`src/rtl/core/ppa_pkg.sv`:
```
// Shared types, constants and helper functions for the path point absolutizer.
// No dependencies; every other file in rtl/core refers to this package by scoped names.
package ppa_pkg;

    // Internal coordinate width; sums saturate to this signed range
    localparam int COORD_WIDTH = 32;

    localparam logic signed [COORD_WIDTH-1:0] COORD_MAX = {1'b0, {(COORD_WIDTH-1){1'b1}}};
    localparam logic signed [COORD_WIDTH-1:0] COORD_MIN = {1'b1, {(COORD_WIDTH-1){1'b0}}};

    // Path letters (ASCII)
    localparam logic [7:0] LTR_UC_M = 8'h4D;
    localparam logic [7:0] LTR_UC_L = 8'h4C;
    localparam logic [7:0] LTR_UC_C = 8'h43;
    localparam logic [7:0] LTR_UC_S = 8'h53;
    localparam logic [7:0] LTR_UC_Q = 8'h51;
    localparam logic [7:0] LTR_UC_T = 8'h54;
    localparam logic [7:0] LTR_LC_M = 8'h6D;
    localparam logic [7:0] LTR_LC_L = 8'h6C;
    localparam logic [7:0] LTR_LC_C = 8'h63;
    localparam logic [7:0] LTR_LC_S = 8'h73;
    localparam logic [7:0] LTR_LC_Q = 8'h71;
    localparam logic [7:0] LTR_LC_T = 8'h74;
    localparam logic [7:0] LTR_UC_H = 8'h48;
    localparam logic [7:0] LTR_LC_H = 8'h68;
    localparam logic [7:0] LTR_UC_V = 8'h56;
    localparam logic [7:0] LTR_LC_V = 8'h76;
    localparam logic [7:0] LTR_UC_A = 8'h41;
    localparam logic [7:0] LTR_LC_A = 8'h61;

    // Token kinds
    localparam logic CMD_LETTER = 1'b0;
    localparam logic CMD_PARAM  = 1'b1;

    // Parameter positions within a pair or an arc group
    localparam logic [2:0] POS_START = 3'd0;
    localparam logic [2:0] POS_PAIR_Y = 3'd1;
    localparam logic [2:0] POS_ARC_X = 3'd5;
    localparam logic [2:0] POS_ARC_Y = 3'd6;

    typedef enum logic [3:0] {
        CLS_NONE,
        CLS_PAIR_ABS,
        CLS_PAIR_REL,
        CLS_H_ABS,
        CLS_H_REL,
        CLS_V_ABS,
        CLS_V_REL,
        CLS_ARC_ABS,
        CLS_ARC_REL
    } letter_class_t;

    typedef struct packed {
        logic               command;
        logic [7:0]         path_letter;
        logic signed [31:0] value;
    } ppa_in_t;

    typedef struct packed {
        logic signed [31:0] point_x;
        logic signed [31:0] point_y;
    } ppa_out_t;

    // Input register contents handed to the point unit
    typedef struct packed {
        logic    valid;
        ppa_in_t data;
    } ppa_slot_t;

    // Outcome of one token from the point unit
    typedef struct packed {
        logic     emit;
        ppa_out_t point;
    } ppa_step_t;

    function automatic letter_class_t letter_class(input logic [7:0] ltr);
        letter_class_t cls;
        cls = CLS_NONE;
        case (ltr)
            LTR_UC_M, LTR_UC_L, LTR_UC_C, LTR_UC_S, LTR_UC_Q, LTR_UC_T: cls = CLS_PAIR_ABS;
            LTR_LC_M, LTR_LC_L, LTR_LC_C, LTR_LC_S, LTR_LC_Q, LTR_LC_T: cls = CLS_PAIR_REL;
            LTR_UC_H: cls = CLS_H_ABS;
            LTR_LC_H: cls = CLS_H_REL;
            LTR_UC_V: cls = CLS_V_ABS;
            LTR_LC_V: cls = CLS_V_REL;
            LTR_UC_A: cls = CLS_ARC_ABS;
            LTR_LC_A: cls = CLS_ARC_REL;
            default:  cls = CLS_NONE;
        endcase
        return cls;
    endfunction

    // Clamp a 32-bit port value into the internal coordinate range
    function automatic logic signed [COORD_WIDTH-1:0] clamp_coord(input logic signed [31:0] v);
        logic signed [64:0] w;
        logic signed [COORD_WIDTH-1:0] r;
        w = 65'(v);
        if (w > 65'(COORD_MAX)) begin
            r = COORD_MAX;
        end else if (w < 65'(COORD_MIN)) begin
            r = COORD_MIN;
        end else begin
            r = w[COORD_WIDTH-1:0];
        end
        return r;
    endfunction

    // Saturating add in the internal coordinate range
    function automatic logic signed [COORD_WIDTH-1:0] sat_add(
        input logic signed [COORD_WIDTH-1:0] a,
        input logic signed [COORD_WIDTH-1:0] b
    );
        logic signed [COORD_WIDTH:0] s;
        logic signed [COORD_WIDTH-1:0] r;
        s = (COORD_WIDTH+1)'(a) + (COORD_WIDTH+1)'(b);
        if (s[COORD_WIDTH] != s[COORD_WIDTH-1]) begin
            r = s[COORD_WIDTH] ? COORD_MIN : COORD_MAX;
        end else begin
            r = s[COORD_WIDTH-1:0];
        end
        return r;
    endfunction

    // Low 32 bits of a coordinate, sign extended first when the coordinate is narrower
    function automatic logic signed [31:0] to_port(input logic signed [COORD_WIDTH-1:0] x);
        logic signed [64:0] w;
        w = 65'(x);
        return w[31:0];
    endfunction

endpackage

```
`src/rtl/core/ppa_in_stage.sv`:
```
// Input register of the path point absolutizer: holds one accepted token.
// Depends on ppa_pkg for the token and slot types.
module ppa_in_stage (
    input  logic             aclk,
    input  logic             aresetn,
    input  logic             s_valid,
    output logic             s_ready,
    input  ppa_pkg::ppa_in_t s_data,
    input  logic             fire,
    output ppa_pkg::ppa_slot_t slot
);

    logic             vld_reg;
    logic             vld_next;
    ppa_pkg::ppa_in_t data_reg;
    logic             take;

    // Accept whenever the slot is empty or drains this cycle
    assign s_ready = !vld_reg || fire;
    assign take    = s_valid && s_ready;

    always_comb begin
        vld_next = vld_reg;
        if (take) begin
            vld_next = 1'b1;
        end else if (fire) begin
            vld_next = 1'b0;
        end
    end

    always_ff @(posedge aclk) begin
        if (!aresetn) begin
            vld_reg <= 1'b0;
        end else begin
            vld_reg <= vld_next;
        end
    end

    // Capture the payload on each transfer
    always_ff @(posedge aclk) begin
        if (take) begin
            data_reg <= s_data;
        end
    end

    assign slot.valid = vld_reg;
    assign slot.data  = data_reg;

endmodule

```
`src/rtl/core/ppa_point_unit.sv`:
```
// Segment state and point arithmetic of the path point absolutizer.
// Depends on ppa_pkg for letter classes, saturating add and types.
module ppa_point_unit (
    input  logic               aclk,
    input  logic               aresetn,
    input  ppa_pkg::ppa_slot_t slot,
    input  logic               fire,
    output ppa_pkg::ppa_step_t step
);

    localparam int CW = ppa_pkg::COORD_WIDTH;

    logic [7:0]             segment_letter_reg, segment_letter_next;
    logic [2:0]             param_position_reg, param_position_next;
    logic signed [CW-1:0]   held_x_reg, held_x_next;
    logic signed [CW-1:0]   last_x_reg, last_x_next;
    logic signed [CW-1:0]   last_y_reg, last_y_next;
    logic signed [CW-1:0]   v;
    logic signed [CW-1:0]   px;
    logic signed [CW-1:0]   py;
    logic                   emit;
    ppa_pkg::letter_class_t cls;

    // Decode the token against the current segment
    always_comb begin
        segment_letter_next = segment_letter_reg;
        param_position_next = param_position_reg;
        held_x_next         = held_x_reg;
        emit                = 1'b0;
        px                  = last_x_reg;
        py                  = last_y_reg;
        v                   = ppa_pkg::clamp_coord(slot.data.value);
        cls                 = ppa_pkg::letter_class(segment_letter_reg);

        if (slot.data.command == ppa_pkg::CMD_LETTER) begin
            segment_letter_next = slot.data.path_letter;
            param_position_next = ppa_pkg::POS_START;
        end else begin
            case (cls)
                ppa_pkg::CLS_PAIR_ABS, ppa_pkg::CLS_PAIR_REL: begin
                    if (param_position_reg == ppa_pkg::POS_START) begin
                        held_x_next         = v;
                        param_position_next = ppa_pkg::POS_PAIR_Y;
                    end else begin
                        param_position_next = ppa_pkg::POS_START;
                        emit                = 1'b1;
                        if (cls == ppa_pkg::CLS_PAIR_REL) begin
                            px = ppa_pkg::sat_add(last_x_reg, held_x_reg);
                            py = ppa_pkg::sat_add(last_y_reg, v);
                        end else begin
                            px = held_x_reg;
                            py = v;
                        end
                    end
                end
                ppa_pkg::CLS_H_ABS: begin
                    emit = 1'b1;
                    px   = v;
                end
                ppa_pkg::CLS_H_REL: begin
                    emit = 1'b1;
                    px   = ppa_pkg::sat_add(last_x_reg, v);
                end
                ppa_pkg::CLS_V_ABS: begin
                    emit = 1'b1;
                    py   = v;
                end
                ppa_pkg::CLS_V_REL: begin
                    emit = 1'b1;
                    py   = ppa_pkg::sat_add(last_y_reg, v);
                end
                ppa_pkg::CLS_ARC_ABS, ppa_pkg::CLS_ARC_REL: begin
                    if (param_position_reg == ppa_pkg::POS_ARC_X) begin
                        held_x_next         = v;
                        param_position_next = ppa_pkg::POS_ARC_Y;
                    end else if (param_position_reg >= ppa_pkg::POS_ARC_Y) begin
                        param_position_next = ppa_pkg::POS_START;
                        emit                = 1'b1;
                        if (cls == ppa_pkg::CLS_ARC_REL) begin
                            px = ppa_pkg::sat_add(last_x_reg, held_x_reg);
                            py = ppa_pkg::sat_add(last_y_reg, v);
                        end else begin
                            px = held_x_reg;
                            py = v;
                        end
                    end else begin
                        // Skip radii, rotation and flags
                        param_position_next = param_position_reg + 3'd1;
                    end
                end
                default: begin
                end
            endcase
        end

        last_x_next = emit ? px : last_x_reg;
        last_y_next = emit ? py : last_y_reg;
    end

    // Advance the state once per token leaving the input register
    always_ff @(posedge aclk) begin
        if (!aresetn) begin
            segment_letter_reg <= '0;
            param_position_reg <= ppa_pkg::POS_START;
            held_x_reg         <= '0;
            last_x_reg         <= '0;
            last_y_reg         <= '0;
        end else if (fire) begin
            segment_letter_reg <= segment_letter_next;
            param_position_reg <= param_position_next;
            held_x_reg         <= held_x_next;
            last_x_reg         <= last_x_next;
            last_y_reg         <= last_y_next;
        end
    end

    assign step.emit          = emit;
    assign step.point.point_x = ppa_pkg::to_port(px);
    assign step.point.point_y = ppa_pkg::to_port(py);

    // Position never runs past the arc's last parameter
    a_pos_range: assert property (@(posedge aclk) disable iff (!aresetn)
        param_position_reg <= ppa_pkg::POS_ARC_Y)
        else $error("param position out of range");

    // A letter token never produces a point
    a_letter_silent: assert property (@(posedge aclk) disable iff (!aresetn)
        slot.valid && slot.data.command == ppa_pkg::CMD_LETTER |-> !emit)
        else $error("letter token emitted a point");

    // An emitted point becomes the reference for relative forms
    a_last_tracks: assert property (@(posedge aclk) disable iff (!aresetn)
        fire && emit |=> last_x_reg == $past(px) && last_y_reg == $past(py))
        else $error("last point not updated after emit");

    // Letter tokens restart the pair or arc group
    a_letter_restart: assert property (@(posedge aclk) disable iff (!aresetn)
        fire && slot.data.command == ppa_pkg::CMD_LETTER |=>
        param_position_reg == ppa_pkg::POS_START)
        else $error("letter did not clear position");

endmodule

```
`src/rtl/core/ppa_out_stage.sv`:
```
// Result register of the path point absolutizer: holds one point for the receiver.
// Depends on ppa_pkg for the result and step types.
module ppa_out_stage (
    input  logic               aclk,
    input  logic               aresetn,
    input  ppa_pkg::ppa_step_t step,
    input  logic               fire,
    output logic               free,
    output logic               m_valid,
    input  logic               m_ready,
    output ppa_pkg::ppa_out_t  m_data
);

    logic              vld_reg;
    logic              vld_next;
    ppa_pkg::ppa_out_t data_reg;

    // Room for a new result when empty or when the held one transfers now
    assign free = !vld_reg || m_ready;

    always_comb begin
        vld_next = vld_reg;
        if (fire) begin
            vld_next = step.emit;
        end else if (m_ready) begin
            vld_next = 1'b0;
        end
    end

    always_ff @(posedge aclk) begin
        if (!aresetn) begin
            vld_reg <= 1'b0;
        end else begin
            vld_reg <= vld_next;
        end
    end

    // Load the point only when the token produced one
    always_ff @(posedge aclk) begin
        if (fire && step.emit) begin
            data_reg <= step.point;
        end
    end

    assign m_valid = vld_reg;
    assign m_data  = data_reg;

endmodule

```
`src/rtl/core/path_point_absolutizer.sv`:
```
// Path point absolutizer: turns path letter and parameter tokens into absolute points.
// Depends on ppa_pkg, ppa_in_stage, ppa_point_unit and ppa_out_stage.
//
// Usage:
//   s_valid / s_ready / s_data carry one token per transfer: a path letter
//   (command = 0) or one signed Q16.16 parameter (command = 1).
//   m_valid / m_ready / m_data carry one absolute point per transfer.
//   A token yields zero or one point; letters, unpaired values, skipped arc
//   parameters and tokens under Z or unknown letters yield none.
// Timing:
//   One token is taken per cycle while the result side has room. A token waits
//   in the input register, where the segment logic and one saturating add per axis
//   compute its point, which then loads into the result register and raises
//   m_valid.
// Reset (aresetn low, synchronous) empties both registers, clears the
//   segment letter and the position count, and sets the last point to 0,0.
// Stall: while m_ready is low with a point waiting, the input register still
//   takes one token and then holds it; tokens that yield no point pass
//   through only once the result register is free.
module path_point_absolutizer (
    input  logic              aclk,
    input  logic              aresetn,
    input  logic              s_valid,
    output logic              s_ready,
    input  ppa_pkg::ppa_in_t  s_data,
    output logic              m_valid,
    input  logic              m_ready,
    output ppa_pkg::ppa_out_t m_data
);

    ppa_pkg::ppa_slot_t slot;
    ppa_pkg::ppa_step_t step;
    logic               free;
    logic               fire;

    // Move a token out of the input register when the result side has room
    assign fire = slot.valid && free;

    ppa_in_stage u_in_stage (
        .aclk    (aclk),
        .aresetn (aresetn),
        .s_valid (s_valid),
        .s_ready (s_ready),
        .s_data  (s_data),
        .fire    (fire),
        .slot    (slot)
    );

    ppa_point_unit u_point_unit (
        .aclk    (aclk),
        .aresetn (aresetn),
        .slot    (slot),
        .fire    (fire),
        .step    (step)
    );

    ppa_out_stage u_out_stage (
        .aclk    (aclk),
        .aresetn (aresetn),
        .step    (step),
        .fire    (fire),
        .free    (free),
        .m_valid (m_valid),
        .m_ready (m_ready),
        .m_data  (m_data)
    );

endmodule

```
`config.mk`:
```
export PLATFORM = sky130hd
export DESIGN_NAME = path_point_absolutizer
export DESIGN_NICKNAME = d
export VERILOG_FILES = /design/src/rtl/core/ppa_pkg.sv /design/src/rtl/core/ppa_in_stage.sv /design/src/rtl/core/ppa_point_unit.sv /design/src/rtl/core/ppa_out_stage.sv /design/src/rtl/core/path_point_absolutizer.sv
export SDC_FILE = /design/constraint.sdc
export NUM_CORES = 1
export LEC_CHECK = 0
export BUFFER_PORTS_ARGS = -buffer_cell sky130_fd_sc_hd__buf_2
export CAP_MARGIN = 20
export CORE_UTILIZATION = 67
export CTS_CLUSTER_DIAMETER = 100
export DETAILED_ROUTE_END_ITERATION = 12
export PLACE_DENSITY = 0.87
export SYNTH_ARGS = -nofsm -noshare
export SYNTH_HDL_FRONTEND = slang
export SYNTH_HIERARCHICAL = 1
export SYNTH_SLANG_ARGS = --single-unit
export TNS_END_PERCENT = 1
```
`constraint.sdc`:
```
create_clock -name aclk -period 11.4 [get_ports aclk]
set_input_delay 2.28 -clock aclk [delete_from_list [all_inputs] [get_ports aclk]]
set_output_delay 2.28 -clock aclk [all_outputs]
set_load 0.02 [all_outputs]
```
# Yosys cells after proc, flatten, opt, wreduce, memory -nomap -nowiden
# Cells that the tools add are included.
dict set report totals {
  regBits 214
  in_bits 45
  output_inout_bits 66
  wordCells 113
}
dict set report op_classes {
  n_addsub 4
  order_cmp 3
  eq_ne 33
  mux 40
  bitwise 1
  reduce_logical 20
}
# cell count
set op_table {}
lappend op_table {{$mux W32} 22}
lappend op_table {{$pmux W32 S4} 2}
lappend op_table {{$eq A8 B7 Y1 const B} 18}
lappend op_table {{$add A32 B32 Y33} 3}
lappend op_table {{$pmux W32 S2} 1}
lappend op_table {{$gt A32 B32 Y1 const B} 1}
lappend op_table {{$lt A32 B32 Y1 const B} 1}
lappend op_table {{$pmux W4 S8} 1}
lappend op_table {{$eq A4 B3 Y1 const B} 4}
lappend op_table {{$reduce_or A6 Y1} 2}
lappend op_table {{$mux W1} 9}
lappend op_table {{$mux W3} 3}
lappend op_table {{$eq A4 B2 Y1 const B} 2}
lappend op_table {{$pmux W3 S2} 1}
lappend op_table {{$reduce_and A2 Y1} 3}
lappend op_table {{$reduce_bool A2 Y1} 3}
lappend op_table {{$reduce_and A5 Y1} 1}
lappend op_table {{$eq A4 B1 Y1 const B} 1}
lappend op_table {{$eq A4 B4 Y1 const B} 1}
lappend op_table {{$ne A2 B1 Y1 const B} 2}
lappend op_table {{$reduce_or A2 Y1} 2}
lappend op_table {{$reduce_or A4 Y1} 1}
lappend op_table {{$add A3 B1 Y3 const B} 1}
lappend op_table {{$eq A3 B3 Y1 const B} 1}
lappend op_table {{other kinds (9)} 15}

# Logic depth before layout (Yosys ltp)
# Gate-level depths: netlist of the first run.
dict set report depth {
  ltp_word 11
  depth_mapped 16
  ltp_nobuf 13
}

# Modules after synthesis
# Netlist of the first run, hierarchy kept.
# module n_inst cells_per_inst area_each_um2 seq_area_each_um2
set by_module_without_submodules {}
lappend by_module_without_submodules {ppa_point_unit 1 1794 12575.8 2142.1}
lappend by_module_without_submodules {ppa_out_stage 1 69 1973.1 1941.9}
lappend by_module_without_submodules {ppa_in_stage 1 47 1296.2 1251.2}
lappend by_module_without_submodules {path_point_absolutizer 1 1 6.3 0.0}

# Least setup slack after synthesis of the first run
# Ideal clock, no wire load.
dict set report synth_path {
  kind {input port to output port}
  from {input port m_ready}
  to {output port s_ready}
  t_arrival_ns 2.850
  t_required_ns 9.120
  path_slack_ns 6.270
  cell_stages 3
  path_buffers 0
  path_cell_list {or2b_1 > and2_1 > nand2b_4}
}
dict set report synth_between {
  elab_chain_cells 3
}
# element line_no
set synth_lines {}
lappend synth_lines {{from (decl)} path_point_absolutizer.sv:27} ;# input logic m_ready,
lappend synth_lines {{$logic_or A1 B1 Y1} ppa_out_stage.sv:19} ;# assign free = !vld_reg || m_ready;
lappend synth_lines {{$logic_and A1 B1 Y1} path_point_absolutizer.sv:37} ;# assign fire = slot.valid && free;
lappend synth_lines {{named net fire} path_point_absolutizer.sv:34} ;# logic fire;
lappend synth_lines {{$logic_or A1 B1 Y1} ppa_in_stage.sv:19} ;# assign s_ready = !vld_reg || fire;
lappend synth_lines {{to (decl)} path_point_absolutizer.sv:24} ;# output logic s_ready,
# The timed path passes the listed nets, and every way through them passes these cells.

# Final worst setup path of the first run
dict set report layout_path {
  from {input port m_ready}
  to {output port s_ready}
}
dict set report layout_between {
  elab_chain_cells 3
}
# element line_no
set layout_lines {}
lappend layout_lines {{$logic_or A1 B1 Y1} ppa_out_stage.sv:19}
lappend layout_lines {{named net free} path_point_absolutizer.sv:33} ;# logic free;
lappend layout_lines {{$logic_and A1 B1 Y1} path_point_absolutizer.sv:37}
lappend layout_lines {{named net fire} path_point_absolutizer.sv:34}
lappend layout_lines {{$logic_or A1 B1 Y1} ppa_in_stage.sv:19}
# The timed path passes the listed nets, and every way through them passes these cells.

==> run_results.csv, run 1 <==
group,metric,value,unit
run_status,outcome,"finished, final reports clean",
clocking,cts_root_buf,"clkbuf_16",
logic_synthesis,dominantRegCellSynth,"dfxtp_1",
job,maxCapViolCount,0,
sta,max_freq,184,MHz
hold_path,hold_start,"u_point_unit/held_x_reg[28]",
critical_path,end_kind,"output port",
critical_path,slowest_delay,0.22,ns
sta,rsz0062_at_grt,"false",
sta,slew_violations,0,
logic_synthesis,async_flop_share,0,%
clocking,insertion_delay,0.53,ns
critical_path,worst-path-max-fanout,8,
layout,final_cell_area,17300,um2
critical_path,cp_data_arrival_time,3.16,ns
grt,grt_max_degree,66,
power,p_leak,7.07,nW
layout,num-fill-cells,1729,
route,vias,16590,
die,io_pins,111,
critical_path,critPathLaunch,"m_ready",
sta,period_needed,5.44,ns
layout,post-route-util,75.4,%
logic_synthesis,syn-cell-area,15900,um2
critical_path,startpoint_type,"primary input",
placed_design,gp_congestion,1.07,
clocking,htreeDepth,1,
power,p_total,1.75,mW
critical_path,cpMostUsedCell,"buf_2",
placed_design,pre_cts_ws,5.97,ns
layout,layout-drive-gt1-share,12.0,%
route,ant_nets,0,
logic_synthesis,syn-num-nets,2059,
placed_design,placed_area,16500,um2
route,drtIter0Drc,2365,
sta,worstMarginPinSlew,1.21,ns
die,die_w,156,um
logic_synthesis,synth_seq_cells,214,
sta,finalHoldViolations,0,
clocking,post_cts_buffers,0,
layout,diodes,0,
sta,tns,0,ns
grt,grt_usage,45.4,%
power,cellPowerDensity,101,nW/um2
grt,antenna_found_initial,1,
logic_synthesis,synth_seq_area_share,33.7,%
power,peakVddDrop,121,uV
clocking,cts_resized,0,
grt,grt_pass1_vias,15882,
critical_path,crit_family,"simple AND/OR/NAND/NOR gates",
route,first_pass_iters,12,
route,totalWireLength,56300,um
logic_synthesis,avgSynthCellArea,8.29,um2
layout,final_cell_mix,"227 x a21oi_1, 208 x nand2_1, 171 x o21ai_0, 139 x nor2_1, 110 x buf_2",
grt,grt.overflow.total,0,
layout,fin_nets,2076,
route,drc,0,
clocking,path_clk_slew,0.06,ns
critical_path,cpMaxStageDelayCell,"or2b_1",
sta,finClkSkew,0.0118,ns
route,viasPerCell,7.35,
die,die-area,24300,um2
clocking,cts_buffers,24,
layout,largest_reg_flops,64,
placed_design,post-dp-hpwl,38500,um
sta,setup_viol,0,
layout,layout_commonest_cell,"a21oi_1",
die,fp-row-count,55,
clocking,clk_path_buf_depth,3,
critical_path,rr_startpoint,"u_in_stage/slot[0]",
sta,max_slew_margin,19.5,%
sta,min_period_over_period,47.7,%
sta,worst_slack,5.96,ns
die,initial_core_util,69.2,%
clocking,clkSinkCount,214,
critical_path,cp_cell_sequence,"buf_2 > or2b_1 > and2_1 > nand2b_4 > buf_2",
logic_synthesis,synth_cells,1911,
logic_synthesis,synth_cell_types,92,
die,core,22900,um2
route,wl_per_cell,24.9,um
sta,hold_ws,0.482,ns
placed_design,portBuffers,110,
logic_synthesis,yosys_warnings,6,
placed_design,numPlacedInstances,2215,
critical_path,critical_path_class,"primary input to output port",
layout,instances_no_fill,2258,
logic_synthesis,synth_edf_count,105,
critical_path,timing.critical_path.required,9.12,ns
clocking,ctsHoldBuffers,0,
grt,grt_pass1_wl,85100,um
hold_path,hold_class,"flip-flop to flip-flop",
layout,syn_to_final_growth,8.97,%
die,die_h,156,um
critical_path,crit_buf_inv,2,
clocking,cts_tree,"done",
[final timing paths]
check,slack [ns],end,depth (start not counted)
min reg2reg,0.48,u_point_unit/held_x_reg[28],2
max reg2reg,6.47,u_out_stage/m_data[51],12
min,0.48,u_point_unit/held_x_reg[28],2
max,5.96,s_ready,5
[area by class of cell]
class	instances	area [um2]	share of cell area, %
flip-flops and latches	214	5340	30.9
multi-input cells	1529	9920	57.4
inverters	29	109	0.630
clock buffers	31	698	4.04
well taps	313	392	2.27
repair buffers	130	701	4.06
clock inverters	12	123	0.710
[cell families after synthesis]
kind of cell / after synthesis / synth area share, %
buffers and inverters: 168 / 4.16
flip-flops: 214 / 33.7
XOR/XNOR: 81 / 4.48
adder cells (fa/ha/maj): 106 / 8.46
AND/OR/NAND/NOR: 540 / 15.7
multiplexers: 13 / 0.837
AO/OA/AOI/OAI: 789 / 32.7
[routing by layer]
layer  track usage, %  part of all wire (%)
met2             73.8                    45
met5                0                 0.023
met1             54.3                    35
met3             11.0                    13
met4             27.9                   6.6
[cells in the mapped netlist (all sizes together) (31+ instances only)]
library cell | number | area [um2]
a21oi | 231 | 1170
nand2 | 208 | 781
o21ai | 196 | 985
nor2 | 141 | 529
clkbuf | 126 | 473
dfxtp | 109 | 2180
edfxtp | 105 | 3150
ha | 100 | 1250
xnor2 | 48 | 420
nand3 | 45 | 225
o211ai | 44 | 330
a21o | 41 | 308
xor2 | 33 | 289
a222oi | 31 | 310
[tightest hold or removal path, stage by stage (launching register included)]
cell	delay, ns
dfxtp_1	0.32
nand2_1	0.06
a21oi_1	0.06
[where the power goes]
group	total, mW	switching, mW	internal (mW)
clock network	0.808	0.331	0.477
logic	0.103	0.0657	0.0372
registers	0.841	0.0258	0.815
total	1.75	0.422	1.33
Power figures use the tool's default switching activity.
==> run 2: changes to the inputs <==
Settings changed: ABC_AREA from default to 1, CORE_UTILIZATION 67 to 63, PLACE_DENSITY 0.87 to 0.82.
Clock period 11.4 ns to 5.05 ns, I/O delays scaled along.
==> run_results.csv, run 2 <==
group,metric,value,unit
die,die-area,31100,um2
logic_synthesis,yosys_warnings,6,
logic_synthesis,synth_cell_types,52,
sta,min_period_over_period,80.0,%
clocking,clk_path_buf_depth,3,
logic_synthesis,synth_top_cell_area_share,17.8,%
critical_path,cp_data_arrival_time,4.26,ns
logic_synthesis,syn-num-nets,3170,
sta,finClkSkew,0.0356,ns
power,p_leak,9.77,nW
placed_design,gp_congestion,1.10,
sta,finalHoldViolations,0,
route,ant_nets,0,
placed_design,placed_area,19600,um2
route,first_pass_iters,9,
grt,grt_pass1_wl,109000,um
layout,multi_input_area,11700,um2
clocking,htreeDepth,1,
clocking,clkSinkCount,214,
layout,final_cell_area,20500,um2
sta,slew_violations,0,
sta,period_needed,4.04,ns
logic_synthesis,dominantRegCellSynth,"dfxtp_1",
layout,largest_reg_flops,64,
route,vias,21630,
placed_design,numPlacedInstances,3393,
critical_path,startpoint_type,"flip-flop",
route,met3_length,8900,um
die,io_pins,111,
route,totalWireLength,71400,um
sta,worst_slack,1.01,ns
route,drc,0,
critical_path,timing.critical_path.required,5.26,ns
logic_synthesis,synth_commonest_cells,"907 x nand2_1, 373 x a21oi_1, 340 x inv_1",
logic_synthesis,synth_seq_area_share,27.9,%
logic_synthesis,syn-cell-area,19100,um2
placed_design,post-dp-hpwl,51400,um
clocking,cts_root_buf,"clkbuf_16",
critical_path,critical_path_class,"flip-flop to flip-flop",
route,wl_per_cell,20.8,um
clocking,post_cts_buffers,0,
sta,setup_viol,0,
logic_synthesis,synth_edf_count,105,
critical_path,worst-path-max-fanout,39,
sta,rsz0062_at_grt,"false",
layout,num-fill-cells,2612,
clocking,insertion_delay,0.57,ns
clocking,cts_resized,0,
layout,final_cell_mix,"906 x nand2_1, 372 x a21oi_1, 338 x inv_1, 215 x nand3_1, 206 x nor2_1",
grt,grt_usage,45.1,%
power,cellPowerDensity,202,nW/um2
placed_design,pre_cts_ws,1.27,ns
grt,antenna_found_initial,1,
sta,max_slew_margin,27.2,%
layout,layout_commonest_cell,"nand2_1",
route,top_layer_used,"met5",
die,fp-row-count,63,
die,initial_core_util,64.2,%
die,core,29800,um2
critical_path,end_kind,"flip-flop",
placed_design,portBuffers,110,
route,viasPerCell,6.29,
route,wl_met2,31900,um
power,peakVddDrop,287,uV
run_status,outcome,"finished, final reports clean",
grt,grt_pass1_vias,20294,
layout,post-route-util,68.7,%
logic_synthesis,avgSynthCellArea,6.33,um2
layout,fin_nets,3179,
clocking,path_clk_slew,0.06,ns
logic_synthesis,synth_seq_cells,214,
logic_synthesis,synth_area_leaders,"nand2_1 18%, edfxtp_1 16%, dfxtp_1 11%",
hold_path,hold_class,"flip-flop to flip-flop",
die,die_h,176,um
sta,max_freq,247,MHz
die,die_w,176,um
job,maxCapViolCount,0,
route,wl_met1,26300,um
layout,diodes,0,
layout,register_area,5340,um2
grt,grt.overflow.total,0,
logic_synthesis,yosys.cell_count.top_type,"nand2_1",
logic_synthesis,async_flop_share,0,%
sta,tns,0,ns
logic_synthesis,yosysTopAreaCell,"nand2_1",
clocking,cts_tree,"done",
clocking,ctsHoldBuffers,0,
sta,worstMarginPinSlew,1.09,ns
route,drtIter0Drc,3123,
layout,syn_to_final_growth,6.97,%
clocking,cts_buffers,26,
layout,layout-drive-gt1-share,10.3,%
logic_synthesis,synth_cells,3022,
power,p_total,4.14,mW
grt,grt_max_degree,114,
sta,hold_ws,0.462,ns
layout,instances_no_fill,3441,
==> run 2: cells by family after synthesis <==
| family | count (synthesis) | share of synthesized area (%) |
|---|---|---|
| and+or+nand+nor | 1461 | 32.5 |
| AOI/OAI and AO/OA | 652 | 18.4 |
| buffers and inverters | 524 | 11.3 |
| DFF | 214 | 27.9 |
| adders and majority gates | 103 | 6.85 |
| xor gates and xnor gates | 68 | 3.11 |
==> run 2: area by class of cell <==
| type | instances | area share [%] |
|---|---|---|
| Multi-Input combinational cell | 2284 | 56.9 |
| Sequential cell | 214 | 26.1 |
| Inverter | 374 | 6.87 |
| Tap cell | 390 | 2.38 |
| Timing Repair Buffer | 131 | 3.64 |
| Clock inverter | 10 | 0.464 |
| Clock buffer | 38 | 3.64 |
==> run 2: worst paths after layout <==
check,from,to,slack (ns),cells past startpoint
worst max-delay path,u_point_unit/param_position_reg[1],u_out_stage/m_data[37],1.01,13
worst min register to register,u_point_unit/segment_letter_reg[6],u_point_unit/segment_letter_reg[6],0.46,2
worst min-delay path,u_point_unit/segment_letter_reg[6],u_point_unit/segment_letter_reg[6],0.46,2
worst max register to register,u_point_unit/param_position_reg[1],u_out_stage/m_data[37],1.01,13
==> run 2: report_power, final <==
part | internal, mW | total, mW | switching (mW)
Clock | 1.08 | 1.87 | 0.796
Sequential | 1.85 | 1.90 | 0.0511
Combinational | 0.105 | 0.369 | 0.264
==> run 2: worst max-delay path: stages (launching register included) <==
cell     delay [ns]
dfxtp_1        0.41
inv_1          0.09
ha_1           0.21
nor2_1         0.61
inv_2          0.35
nor2_8         0.33
nor2_1         0.08
buf_4          0.23
nand3_1        0.13
inv_2          0.05
nor2_4         0.10
nand2_1        0.14
inv_2          0.55
buf_12         0.36
==> run 2: metal layers <==
layer | GRT usage [%] | vias to the layer above
met2 | 73.6 | 1655
met4 | 25.2 | 2
met1 | 55.6 | 9757
li1 | - | 9864
met5 | 0 | -
met3 | 8.91 | 352
